`src/rtl/gbre_pkg.sv`:
```
// Package for the glyph bitmap run extractor.
// Holds the channel payload types, the internal hand-off structs and the register codes.
package gbre_pkg;

	localparam logic [9:0] SCREEN_MAX = 10'd512;
	localparam logic [9:0] SCREEN_WIDTH_RESET = 10'd240;
	localparam logic [9:0] SCREEN_HEIGHT_RESET = 10'd320;

	typedef enum logic [1:0] {
		REG_SCREEN_WIDTH  = 2'd0,
		REG_SCREEN_HEIGHT = 2'd1
	} cfg_index_t;

	typedef struct packed {
		logic               glyph_start;
		logic signed [15:0] origin_x;
		logic signed [15:0] origin_y;
		logic [7:0]         glyph_width;
		logic [7:0]         glyph_height;
		logic signed [7:0]  offset_x;
		logic signed [7:0]  offset_y;
		logic [15:0]        ink_colour;
		logic [7:0]         bitmap_byte;
	} glyph_item_t;

	typedef struct packed {
		logic [8:0]  run_x;
		logic [8:0]  run_y;
		logic [7:0]  run_length;
		logic [15:0] swapped_colour;
		logic        last_run;
	} run_item_t;

	// Queue head as seen by the walker; coordinates travel beside it.
	typedef struct packed {
		logic        start;
		logic [7:0]  width;
		logic [7:0]  height;
		logic [15:0] colour;
		logic [7:0]  bits;
	} head_t;

	// One walker step: an optional closed run and the end-of-byte mark.
	typedef struct packed {
		logic        emit;
		logic        byte_end;
		logic [7:0]  len;
		logic [15:0] colour;
	} evt_t;

endpackage

```
`src/rtl/glyph_bitmap_run_extractor.sv`:
```
// Top level of the glyph bitmap run extractor: screen size registers, front queue,
// bit walker and result stage. Uses gbre_pkg, gbre_front, gbre_walker and gbre_emit.
//
// Each input transaction carries one byte of a packed 1-bit glyph bitmap; the bit walker
// steps through it one bitmap bit per cycle while the result stage does not halt it,
// whether or not the bit lies inside the glyph. A two-entry queue in front keeps taking
// transactions while the walker is busy until it is full; the walker and result stage
// halt together only when a finished run cannot leave the output register. A run closed
// by a bit in the middle of a byte waits in the pending register until another on-screen
// run of the same byte closes, or until the byte's last bit, and then moves to the output
// register; a run closed by the last bit of a byte moves on from the pending register
// without waiting. Output stalls can hold either back. Screen width and height reset to
// 240 and 320, values above 512 act as 512, and register writes are taken at any time
// with ready held high, but belong only to idle periods.
module glyph_bitmap_run_extractor #(
	parameter int COORD_BITS = 16
) (
	input  logic                   clk,
	input  logic                   arst_n,
	input  logic                   glyph_valid,
	output logic                   glyph_stall,
	input  gbre_pkg::glyph_item_t  glyph,
	output logic                   run_valid,
	input  logic                   run_stall,
	output gbre_pkg::run_item_t    run,
	input  logic                   cfg_valid,
	output logic                   cfg_ready,
	input  logic [1:0]             cfg_index,
	input  logic [9:0]             cfg_data
);
	import gbre_pkg::*;

	logic [9:0]            scr_w_q;
	logic [9:0]            scr_h_q;
	logic [9:0]            scr_w;
	logic [9:0]            scr_h;
	logic                  head_valid;
	head_t                 head;
	logic [COORD_BITS-1:0] head_base_x;
	logic [COORD_BITS-1:0] head_base_y;
	logic                  head_pop;
	logic                  hold;
	evt_t                  evt_s1;
	logic [COORD_BITS-1:0] px_s1;
	logic [COORD_BITS-1:0] py_s1;

	assign cfg_ready = 1'b1;

	always_ff @(posedge clk or negedge arst_n) begin
		if (!arst_n) begin
			scr_w_q <= SCREEN_WIDTH_RESET;
			scr_h_q <= SCREEN_HEIGHT_RESET;
		end else if (cfg_valid && cfg_ready) begin
			case (cfg_index)
				REG_SCREEN_WIDTH: scr_w_q <= cfg_data;
				REG_SCREEN_HEIGHT: scr_h_q <= cfg_data;
				default: begin
				end
			endcase
		end
	end

	assign scr_w = (scr_w_q > SCREEN_MAX) ? SCREEN_MAX : scr_w_q;
	assign scr_h = (scr_h_q > SCREEN_MAX) ? SCREEN_MAX : scr_h_q;

	gbre_front #(
		.COORD_BITS(COORD_BITS)
	) u_front (
		.clk         (clk),
		.arst_n      (arst_n),
		.glyph_valid (glyph_valid),
		.glyph_stall (glyph_stall),
		.glyph       (glyph),
		.head_valid  (head_valid),
		.head        (head),
		.head_base_x (head_base_x),
		.head_base_y (head_base_y),
		.head_pop    (head_pop)
	);

	gbre_walker #(
		.COORD_BITS(COORD_BITS)
	) u_walker (
		.clk         (clk),
		.arst_n      (arst_n),
		.head_valid  (head_valid),
		.head        (head),
		.head_base_x (head_base_x),
		.head_base_y (head_base_y),
		.head_pop    (head_pop),
		.hold        (hold),
		.evt_s1      (evt_s1),
		.px_s1       (px_s1),
		.py_s1       (py_s1)
	);

	gbre_emit #(
		.COORD_BITS(COORD_BITS)
	) u_emit (
		.clk       (clk),
		.arst_n    (arst_n),
		.evt_s1    (evt_s1),
		.px_s1     (px_s1),
		.py_s1     (py_s1),
		.scr_w     (scr_w),
		.scr_h     (scr_h),
		.hold      (hold),
		.run_valid (run_valid),
		.run_stall (run_stall),
		.run       (run)
	);

endmodule

```
`src/rtl/gbre_front.sv`:
```
// Front end of the glyph bitmap run extractor: accepts input transactions,
// precomputes the glyph base position and swapped colour, and queues them. Uses gbre_pkg.
module gbre_front #(
	parameter int COORD_BITS = 16
) (
	input  logic                    clk,
	input  logic                    arst_n,
	input  logic                    glyph_valid,
	output logic                    glyph_stall,
	input  gbre_pkg::glyph_item_t   glyph,
	output logic                    head_valid,
	output gbre_pkg::head_t         head,
	output logic [COORD_BITS-1:0]   head_base_x,
	output logic [COORD_BITS-1:0]   head_base_y,
	input  logic                    head_pop
);
	import gbre_pkg::*;

	localparam int DEPTH = 2;
	localparam int PTR_W = $clog2(DEPTH);
	localparam int CNT_W = $clog2(DEPTH + 1);

	typedef struct packed {
		head_t                 info;
		logic [COORD_BITS-1:0] base_x;
		logic [COORD_BITS-1:0] base_y;
	} entry_t;

	entry_t           mem_q [DEPTH];
	logic [PTR_W-1:0] wr_ptr_q;
	logic [PTR_W-1:0] rd_ptr_q;
	logic [CNT_W-1:0] count_q;
	logic             push;
	logic             pop;
	logic [15:0]      sum_x;
	logic [15:0]      sum_y;
	entry_t           new_entry;

	assign glyph_stall = (count_q == CNT_W'(DEPTH));
	assign push = glyph_valid && !glyph_stall;
	assign head_valid = (count_q != '0);
	assign pop = head_pop && head_valid;

	// Base position is origin plus sign-extended offset, wrapped to the coordinate width.
	assign sum_x = glyph.origin_x + {{8{glyph.offset_x[7]}}, glyph.offset_x};
	assign sum_y = glyph.origin_y + {{8{glyph.offset_y[7]}}, glyph.offset_y};

	always_comb begin
		new_entry.info.start = glyph.glyph_start;
		new_entry.info.width = glyph.glyph_width;
		new_entry.info.height = glyph.glyph_height;
		new_entry.info.colour = {glyph.ink_colour[7:0], glyph.ink_colour[15:8]};
		new_entry.info.bits = glyph.bitmap_byte;
		new_entry.base_x = sum_x[COORD_BITS-1:0];
		new_entry.base_y = sum_y[COORD_BITS-1:0];
	end

	always_ff @(posedge clk) begin
		if (push) begin
			mem_q[wr_ptr_q] <= new_entry;
		end
	end

	always_ff @(posedge clk or negedge arst_n) begin
		if (!arst_n) begin
			wr_ptr_q <= '0;
			rd_ptr_q <= '0;
			count_q <= '0;
		end else begin
			if (push) begin
				wr_ptr_q <= (wr_ptr_q == PTR_W'(DEPTH - 1)) ? '0 : wr_ptr_q + 1'b1;
			end
			if (pop) begin
				rd_ptr_q <= (rd_ptr_q == PTR_W'(DEPTH - 1)) ? '0 : rd_ptr_q + 1'b1;
			end
			case ({push, pop})
				2'b10: count_q <= count_q + 1'b1;
				2'b01: count_q <= count_q - 1'b1;
				default: count_q <= count_q;
			endcase
		end
	end

	assign head = mem_q[rd_ptr_q].info;
	assign head_base_x = mem_q[rd_ptr_q].base_x;
	assign head_base_y = mem_q[rd_ptr_q].base_y;

endmodule

```
`src/rtl/gbre_walker.sv`:
```
// Bit walker of the glyph bitmap run extractor: steps one bitmap bit per cycle unless
// held, tracks row, column and the open run, and registers closed runs. Uses gbre_pkg.
module gbre_walker #(
	parameter int COORD_BITS = 16
) (
	input  logic                    clk,
	input  logic                    arst_n,
	input  logic                    head_valid,
	input  gbre_pkg::head_t         head,
	input  logic [COORD_BITS-1:0]   head_base_x,
	input  logic [COORD_BITS-1:0]   head_base_y,
	output logic                    head_pop,
	input  logic                    hold,
	output gbre_pkg::evt_t          evt_s1,
	output logic [COORD_BITS-1:0]   px_s1,
	output logic [COORD_BITS-1:0]   py_s1
);
	import gbre_pkg::*;

	logic [COORD_BITS-1:0] base_x_q;
	logic [COORD_BITS-1:0] base_y_q;
	logic [7:0]            width_q;
	logic [7:0]            height_q;
	logic [15:0]           colour_q;
	logic [7:0]            row_q;
	logic [7:0]            col_q;
	logic [7:0]            len_q;
	logic [7:0]            start_q;
	logic [2:0]            bit_q;

	logic                  take_new;
	logic                  step;
	logic [COORD_BITS-1:0] eff_bx;
	logic [COORD_BITS-1:0] eff_by;
	logic [7:0]            eff_w;
	logic [7:0]            eff_h;
	logic [15:0]           eff_colour;
	logic [7:0]            row0;
	logic [7:0]            col0;
	logic [7:0]            len0;
	logic [7:0]            st0;
	logic [7:0]            row1;
	logic [7:0]            col1;
	logic [7:0]            len1;
	logic [7:0]            st1;
	logic                  active;
	logic                  cur_bit;
	logic                  emit;
	logic [7:0]            emit_start;
	logic [7:0]            emit_len;

	// A start transaction replaces the glyph fields before its first bit is walked.
	assign take_new = head.start && (bit_q == 3'd0);
	assign step = head_valid && !hold;
	assign head_pop = step && (bit_q == 3'd7);

	always_comb begin
		eff_bx = take_new ? head_base_x : base_x_q;
		eff_by = take_new ? head_base_y : base_y_q;
		eff_w = take_new ? head.width : width_q;
		eff_h = take_new ? head.height : height_q;
		eff_colour = take_new ? head.colour : colour_q;
		row0 = take_new ? 8'd0 : row_q;
		col0 = take_new ? 8'd0 : col_q;
		len0 = take_new ? 8'd0 : len_q;
		st0 = take_new ? 8'd0 : start_q;
	end

	assign active = (eff_w != 8'd0) && (row0 < eff_h);
	assign cur_bit = head.bits[~bit_q];

	always_comb begin
		row1 = row0;
		col1 = col0;
		len1 = len0;
		st1 = st0;
		emit = 1'b0;
		emit_start = st0;
		emit_len = len0;
		if (active) begin
			if (cur_bit) begin
				if (len0 == 8'd0) begin
					st1 = col0;
				end
				len1 = len0 + 8'd1;
			end else if (len0 != 8'd0) begin
				emit = 1'b1;
				len1 = 8'd0;
			end
			col1 = col0 + 8'd1;
			// At the end of a glyph row any open run closes and the walk moves down.
			if (col1 >= eff_w) begin
				if (len1 != 8'd0) begin
					emit = 1'b1;
					emit_start = st1;
					emit_len = len1;
				end
				len1 = 8'd0;
				col1 = 8'd0;
				row1 = row0 + 8'd1;
			end
		end
	end

	always_ff @(posedge clk or negedge arst_n) begin
		if (!arst_n) begin
			width_q <= '0;
			height_q <= '0;
			row_q <= '0;
			col_q <= '0;
			len_q <= '0;
			start_q <= '0;
			bit_q <= '0;
			evt_s1 <= '0;
		end else if (!hold) begin
			if (head_valid) begin
				width_q <= eff_w;
				height_q <= eff_h;
				row_q <= row1;
				col_q <= col1;
				len_q <= len1;
				start_q <= st1;
				bit_q <= bit_q + 3'd1;
				evt_s1.emit <= emit;
				evt_s1.byte_end <= (bit_q == 3'd7);
				evt_s1.len <= emit_len;
				evt_s1.colour <= eff_colour;
			end else begin
				evt_s1.emit <= 1'b0;
				evt_s1.byte_end <= 1'b0;
			end
		end
	end

	always_ff @(posedge clk) begin
		if (step) begin
			base_x_q <= eff_bx;
			base_y_q <= eff_by;
			colour_q <= eff_colour;
			px_s1 <= eff_bx + COORD_BITS'(emit_start);
			py_s1 <= eff_by + COORD_BITS'(row0);
		end
	end

endmodule

```
`src/rtl/gbre_emit.sv`:
```
// Result stage of the glyph bitmap run extractor: drops and clips runs against the screen,
// holds one run back to mark the last run of each byte, and drives the output register. Uses gbre_pkg.
module gbre_emit #(
	parameter int COORD_BITS = 16
) (
	input  logic                    clk,
	input  logic                    arst_n,
	input  gbre_pkg::evt_t          evt_s1,
	input  logic [COORD_BITS-1:0]   px_s1,
	input  logic [COORD_BITS-1:0]   py_s1,
	input  logic [9:0]              scr_w,
	input  logic [9:0]              scr_h,
	output logic                    hold,
	output logic                    run_valid,
	input  logic                    run_stall,
	output gbre_pkg::run_item_t     run
);
	import gbre_pkg::*;

	logic        keep;
	logic [9:0]  end_x;
	logic [7:0]  clip_len;
	run_item_t   new_run;
	logic        pend_valid_q;
	logic        pend_sealed_q;
	run_item_t   pend_q;
	run_item_t   out_run;
	logic        push;
	logic        out_free;
	logic        run_valid_q;
	run_item_t   run_q;

	assign keep = evt_s1.emit && !px_s1[COORD_BITS-1] && !py_s1[COORD_BITS-1]
		&& (px_s1 < COORD_BITS'(scr_w)) && (py_s1 < COORD_BITS'(scr_h));

	// A kept run starts on screen, so its column fits in nine bits.
	assign end_x = {1'b0, px_s1[8:0]} + {2'b00, evt_s1.len};
	always_comb begin
		if (end_x > scr_w) begin
			clip_len = 8'(scr_w - {1'b0, px_s1[8:0]});
		end else begin
			clip_len = evt_s1.len;
		end
		new_run.run_x = px_s1[8:0];
		new_run.run_y = py_s1[8:0];
		new_run.run_length = clip_len;
		new_run.swapped_colour = evt_s1.colour;
		new_run.last_run = 1'b0;
	end

	always_comb begin
		out_run = pend_q;
		out_run.last_run = pend_sealed_q || (evt_s1.byte_end && !keep);
	end

	// The pending run leaves once a newer run arrives or its byte is known to be finished.
	assign push = pend_valid_q && (pend_sealed_q || keep || evt_s1.byte_end);
	assign out_free = !run_valid_q || !run_stall;
	assign hold = push && !out_free;

	always_ff @(posedge clk or negedge arst_n) begin
		if (!arst_n) begin
			pend_valid_q <= 1'b0;
			pend_sealed_q <= 1'b0;
			run_valid_q <= 1'b0;
		end else if (!hold) begin
			if (keep) begin
				pend_valid_q <= 1'b1;
				pend_sealed_q <= evt_s1.byte_end;
			end else if (push) begin
				pend_valid_q <= 1'b0;
				pend_sealed_q <= 1'b0;
			end
			if (push) begin
				run_valid_q <= 1'b1;
			end else if (out_free) begin
				run_valid_q <= 1'b0;
			end
		end
	end

	always_ff @(posedge clk) begin
		if (!hold) begin
			if (keep) begin
				pend_q <= new_run;
			end
			if (push) begin
				run_q <= out_run;
			end
		end
	end

	assign run_valid = run_valid_q;
	assign run = run_q;

endmodule

```
`config.mk`:
```
export PLATFORM = sky130hd
export DESIGN_NAME = glyph_bitmap_run_extractor
export DESIGN_NICKNAME = d
export VERILOG_FILES = /design/src/rtl/gbre_pkg.sv /design/src/rtl/glyph_bitmap_run_extractor.sv /design/src/rtl/gbre_front.sv /design/src/rtl/gbre_walker.sv /design/src/rtl/gbre_emit.sv
export SDC_FILE = /design/constraint.sdc
export NUM_CORES = 1
export LEC_CHECK = 0
export ABC_AREA = 1
export ABC_CLOCK_PERIOD_IN_PS = 13100
export BUFFER_PORTS_ARGS = -buffer_cell sky130_fd_sc_hd__buf_2
export CORE_UTILIZATION = 45
export DETAILED_ROUTE_END_ITERATION = 7
export HOLD_SLACK_MARGIN = 0.03
export SYNTH_ARGS = -nofsm -noshare
export SYNTH_HDL_FRONTEND = slang
export SYNTH_SLANG_ARGS = --single-unit
```
`constraint.sdc`:
```
create_clock -name clk -period 13.1 [get_ports clk]
set_input_delay 0.655 -clock clk [delete_from_list [all_inputs] [get_ports clk]]
set_output_delay 0.655 -clock clk [all_outputs]
set_load 0.02 [all_outputs]
```
Yosys cells after proc, flatten, opt, wreduce, memory -nomap -nowiden
Memories as Yosys holds them, arrays and structs flattened.
Cells that the tools add are included.
{"block": "op_classes", "magnitude_cmp": 8, "n_mux": 48, "shift": 0, "multipliers": 0, "n_reduce_logical": 42, "n_div": 0, "eq_ne": 5, "n_addsub": 14, "bitwise_logic": 2}
{"operator": "8-bit two-way mux", "count": 25}
{"operator": "16-bit two-way mux", "count": 3}
{"operator": "16-bit adder", "count": 2}
{"operator": "16-bit by 8-bit adder with 16-bit output", "count": 2}
{"operator": "16-bit by 10-bit less-than comparator with 1-bit output", "count": 2}
{"operator": "8-bit by 1-bit adder with 8-bit output, second input constant", "count": 3}
{"operator": "8-bit nonzero test", "count": 3}
{"operator": "10-bit greater-than comparator, second input constant", "count": 2}
{"operator": "10-bit two-way mux", "count": 2}
{"operator": "1-bit two-way mux", "count": 15}
{"operator": "2-bit AND reduction", "count": 7}
{"operator": "1-bit logical AND", "count": 13}
{"operator": "9-bit by 8-bit adder with 10-bit output", "count": 1}
{"operator": "10-bit greater-than comparator", "count": 1}
{"operator": "8-bit >= comparator", "count": 1}
{"operator": "1-bit logical NOT", "count": 8}
{"operator": "8-bit logical NOT", "count": 1}
{"operator": "8-bit less-than comparator", "count": 1}
{"operator": "2-bit nonzero test", "count": 4}
{"operator": "8-bit subtractor", "count": 1}
{"operator": "2-bit by 1-bit == test with 1-bit output, second input constant", "count": 2}
{"operator": "2-bit == test, second input constant", "count": 2}
{"operator": "1-bit logical OR", "count": 4}
{"operator": "3-bit by 4-bit less-than comparator with 1-bit output, second input constant", "count": 1}
{"operator": "12 further kinds", "count": 13}
{"block": "word_totals", "romBits": 0, "latchBits": 0, "mem_count": 1, "ramBits": 146, "ff_bits": 269, "word_cells": 153, "out_inout_bits": 46, "input_bits": 106}
{"name": "u_front.mem_q", "words": 2, "word_bits": 73, "read_ports": 1, "rd_clocked_by_memory_dff": 0, "wr": 1, "line": "gbre_front.sv:29", "rtl": "entry_t mem_q [DEPTH];"}

Longest topological paths before layout
{"block": "logic_depth", "word_depth": 15, "mapped_depth": 37, "depth_no_buf": 33}

By module
Synthesis repeated with hierarchy kept, for this count alone.
{"block": "hier_totals", "cells_unflattened": 2269, "hier_area_um2": 21441.8}
{"module": "gbre_walker", "seq_area_each_um2": 4329.2, "cells_each": 1023, "instances": 1, "area_each_um2": 8829.7}
{"module": "gbre_front", "seq_area_each_um2": 4484.3, "cells_each": 753, "instances": 1, "area_each_um2": 7330.8}
{"module": "gbre_emit", "seq_area_each_um2": 2627.5, "cells_each": 358, "instances": 1, "area_each_um2": 4274.1}
{"module": "glyph_bitmap_run_extractor", "seq_area_each_um2": 508.0, "cells_each": 135, "instances": 1, "area_each_um2": 1007.2}

Worst setup path after synthesis
No wires, ideal clock.
{"block": "synth_timing", "kind": "register -> register", "startpoint": "register u_walker.bit_q[0]", "endpoint": "register u_walker.px_s1[14] (data pin)", "setup_time_ns": 0.272, "period_less_slack_ns": 5.268, "path_buffers": 5, "required_time_ns": 12.828, "t_arrival_ns": 4.996, "setup_slack_ns": 7.832, "path_stages_with_launch": 38, "cell_sequence": "dfrtp_1 -> inv_1 -> ha_1 -> inv_1 -> nor2_1 -> nand2_4 -> buf_6 -> inv_2 -> buf_4 -> buf_4 -> buf_6 -> nor2_1 -> ha_1 -> nand3_1 -> nor2_1 -> nand2_1 -> xor2_1 -> inv_1 -> [... 2 more ...] -> nor2_1 -> nand4_1 -> nand3_1 -> nand3_4 -> inv_4 -> buf_6 -> nand2_2 -> o21ai_2 -> ha_1 -> fa_1 -> a31oi_1 -> o21ai_0 -> nand3_1 -> nand2_1 -> nand3_1 -> nor3_1 -> nand3_1 -> xor2_1"}
{"block": "synth_via", "elab_chain_cells": 12, "word_cells_on_any_way": 30, "classes_between": "add/sub: 3; order compare: 2; mux: 17; bitwise: 1; reduce/logical: 7"}
{"item": "from (decl)", "line": "gbre_walker.sv:29", "rtl": "logic [2:0] bit_q;"}
{"item": "from (signal assigned)", "line": "gbre_walker.sv:123", "rtl": "bit_q <= bit_q + 3'd1;"}
{"item": "branches (longest 11 deep; another with 8-bit by 1-bit adder with 8-bit output)"}
{"item": "16-bit by 8-bit adder with 16-bit output *", "line": "gbre_walker.sv:140", "rtl": "px_s1 <= eff_bx + COORD_BITS'(emit_start);"}
{"item": "to (signal assigned)", "line": "gbre_walker.sv:140"}
{"item": "to (decl)", "line": "gbre_walker.sv:15", "rtl": "output logic [COORD_BITS-1:0] px_s1,"}
Mark *: on every way between the ends. The select of a mux whose other input is x is not followed.
A chain may end at the register's enable or synchronous reset.

Worst setup path in the final report
Ends and elaborated chain as after synthesis.

==> metrics.txt <==
outcome=finished, final reports clean; Met2 Wirelength=19900 µm; NumNets Final=2360; # H-tree levels=2; number of warnings issued by yosys=0; vias in the first global route=13600; Filler cells=roughly 4000; CP startpoint kind=flop; grt total ovfl=0; VDD IR max=0.0999 mV; Post-Synthesis Cells=1992; Top delay family on crit path=simple AND/OR/NAND/NOR gates; most frequent cells in the layout=nand2_1 (549), edfxtp_1 (311), inv_1 (197); Sequential Power Share=38.0%; routed vias/inst=5.01; WP data arrival=7.74 ns; # DRC=0; clock slew at reported path FFs=approximately 0.060 ns; Synth cell types=54; Placed Area=around 22000 µm²; Die Y=215 µm; final setup violation count=0; worst clock skew=0.0155 ns; DR pass1 iterations=5; Area Overhead vs Synth=12.7%; Fin Hold WS=0.0573 ns; fraction of the mapped netlist area in adder cells=7.52%; starting DRC count in detailed routing=913; cell area after layout=~23000 µm²; layout cells sized above 1=a little over an eighth; CP dominant cell by count=nand3_1; fmax=between 0.1 and 0.15 GHz; Hold Crit Class=in -> async; largest family of logic cells by synthesized area=simple AND/OR/NAND/NOR gates; Initial Utilization=45.9%; routed len/inst=15.6 µm; Post-Synth XOR/XNOR Area=3.65%; switching part of the total=~39%; routed wire length=43000 µm; kind of critical path=reg -> reg; Placeable Area=between 40000 and 50000 µm²; Max Cap Violations=0; Resized cells post-CTS=0; sequential share of the synthesized area=between 50% and 60%; post-detail-place hpwl=just under 30000 µm; Synth Flop Type=edfxtp_1; mux cell area share after synthesis=0.0552%; Internal=~3400 µW; All-Layer GR Usage=19.1%; RD Place Congestion=0.852; FP Rows=77; Synth Cell Area=20400 µm²; crit path capture type=flop; Slew HR=33.5%; initial antenna violation count=0; ys async rst share=25.1%; Worst path max stage delay=slightly above 0.7 ns; CP max stage cell=buf_4; CTS sink cnt=415; Synth Area in Compound Gates=8.61%; die width=215 µm; synthesized area per cell=about 10 µm²; clk buf depth=3; total number of vias=about 14000; commonest non-fill, non-tap cell in the layout=nand2_1; Post-synth EDFFs=between 300 and 400; RSZ-0062 raised after global routing=no; IO buf count=150; WL met1=20400 µm; Worst Slack Setup Final=5.65 ns; # IOs=152; Leak=0.0101 µW; CTS buffer count=44; Total Die Area=46200 µm²; Routed met3 length=1750 µm; Buf+Inv Stages, Crit Path=6; Clk pwr share=21.2%; Post-CTS Setup Bufs=0; Max FO, Critical Path=74; largest net degree at the start of global routing=81; post-route ant nets=0; Synth Area in Simple Gates=15.9%; fin crit share=56.9%; Tightest Pin Transition=0.998 ns; syn nets=2217; root buffer cell=clkbuf_16; minimum clock period after layout=7.45 ns; flops & latches, synth=415; Setup TNS=0 ns; Comb power frac=roughly two fifths; P per Cell Area=around 240 nW/µm²; hold buffer count at CTS=0; max-slew violation count=0; Sw Pwr=around 2200 µW; Clock Latency Late Sink=around 0.56 ns; pre-CTS worst setup slack=5.67 ns; final hold vios=0; CTS tree=built; critical path required time=approximately 13 ns; first-pass GRT wire length=~70000 µm; Top Metal Used=met4; Antenna Cells=0
[kinds of logic after synthesis]
| logic type | count (synthesis) |
|---|---|
| mux | 1 |
| buf+inv | 272 |
| compound gates | 309 |
| fa+ha+maj | 119 |
| simple gates | 790 |
| xor+xnor | 85 |
| other cells | 1 |
| flops | 415 |
[power groups by stage]
stage / clock (µW) / combinational [µW] / sequential, µW
6_report: 1180 / 2270 / 2110
5_1_grt: 1260 / 2600 / 2160
4_1_cts: 1220 / 2280 / 2120
3_5_place_dp: 0 / 2270 / 2140
3_3_place_gp: 0 / 2220 / 2130
2_1_floorplan: 0 / 1750 / 2090
[final timing paths]
check                           cells after the start  slack (ns)                        endpoint                          start
max in group asynchronous                           2       11.67    u_front.rd_ptr_q$_DFFE_PN0P_                         arst_n
min in group clk                                    1        0.28  u_front.mem_q[0][69]$_DFFE_PP_                      glyph[53]
worst min-delay path                                1        0.06   u_walker.bit_q[0]$_DFFE_PN0N_                         arst_n
worst max register to register                     33        5.65    u_walker.px_s1[14]$_DFFE_PN_  u_walker.bit_q[0]$_DFFE_PN0N_
worst min register to register                      0        0.42        u_emit.run[35]$_DFFE_PP_   u_emit.out_run[35]$_DFFE_PP_
worst max-delay path                               33        5.65    u_walker.px_s1[14]$_DFFE_PN_  u_walker.bit_q[0]$_DFFE_PN0N_
[per-stage QoR]
| step | cells | power [µW] | utilization (%) |
|---|---|---|---|
| finish | 2758 | 5560 | 51.7 |
| global placement | 2681 | 4340 | 48.7 |
| global route | 2758 | 6020 | 51.7 |
| floorplan | 1992 | 3840 | - |
| CTS | 2758 | 5620 | 51.7 |
| detailed placement | 2681 | 4410 | 48.7 |
[flip-flops by register name (all words and copies together) (netlist names), 2 cells and up]
signal / count
u_walker.py_s1: 16
u_front.mem_q: 146
u_walker.col_q: 8
u_walker.height_q: 8
u_walker.len_q: 8
u_walker.colour_q: 16
u_walker.start_q: 8
u_emit.run: 43
u_walker.row_q: 8
u_emit.out_run: 42
u_walker.px_s1: 16
scr_h_q: 10
u_walker.width_q: 8
u_walker.evt_s1: 26
u_walker.bit_q: 3
scr_w_q: 10
u_front.count_q: 2
u_walker.base_x_q: 16
u_walker.base_y_q: 16
[cell type report]
cell class                 count  area [µm²]  share of cell area [%]
inverter                     209         790                    3.44
timing repair buffer         160         828                    3.61
sequential                   415       12000                    52.0
clock inverter                17         139                   0.605
tap                          592         741                    3.22
clock buffer                  60        1210                    5.28
multi-input combinational   1305        7310                    31.8
[layer usage]
metal  global-route usage [%]  up-vias
li1                         -     6991
met1                     26.2     6479
met2                     31.3      274
met3                     3.11       62
met4                     5.07        0
met5                        0        -
[synth_stat cells (2+ instances only)]
| cell type | instances | share of area [%] |
|---|---|---|
| nor2_4 | 2 | 0.11 |
| nor2_2 | 4 | 0.12 |
| clkbuf_1 | 19 | 0.35 |
| nand2_2 | 5 | 0.15 |
| buf_2 | 22 | 0.54 |
| or2_2 | 10 | 0.31 |
| inv_1 | 199 | 3.7 |
| edfxtp_1 | 311 | 46 |
| buf_6 | 7 | 0.39 |
| ha_1 | 113 | 6.9 |
| nor4_1 | 5 | 0.15 |
| a21boi_0 | 4 | 0.15 |
| nand2_1 | 550 | 10 |
| o21ai_1 | 31 | 0.76 |
| dfstp_2 | 6 | 0.77 |
| fa_1 | 6 | 0.59 |
| inv_2 | 9 | 0.17 |
| a211oi_1 | 3 | 0.11 |
| a31oi_1 | 40 | 1.2 |
| o21ai_0 | 115 | 2.8 |
| a21boi_1 | 2 | 0.074 |
| xor2_1 | 70 | 3.0 |
| dfrtp_1 | 98 | 12 |
| a22oi_1 | 5 | 0.18 |
| nand4_1 | 15 | 0.46 |
| nor2_1 | 117 | 2.2 |
| nor3_2 | 2 | 0.098 |
| xnor2_1 | 15 | 0.64 |
| nand3_1 | 54 | 1.3 |
| o21bai_1 | 6 | 0.22 |
| buf_4 | 10 | 0.37 |
| o211ai_1 | 13 | 0.48 |
| a21oi_1 | 68 | 1.7 |
| buf_1 | 5 | 0.092 |
| o21a_1 | 3 | 0.11 |
| nor3_1 | 14 | 0.34 |
| o21ai_2 | 14 | 0.60 |
| or2_1 | 4 | 0.12 |
No activity file was read; power rests on OpenSTA's default activity.
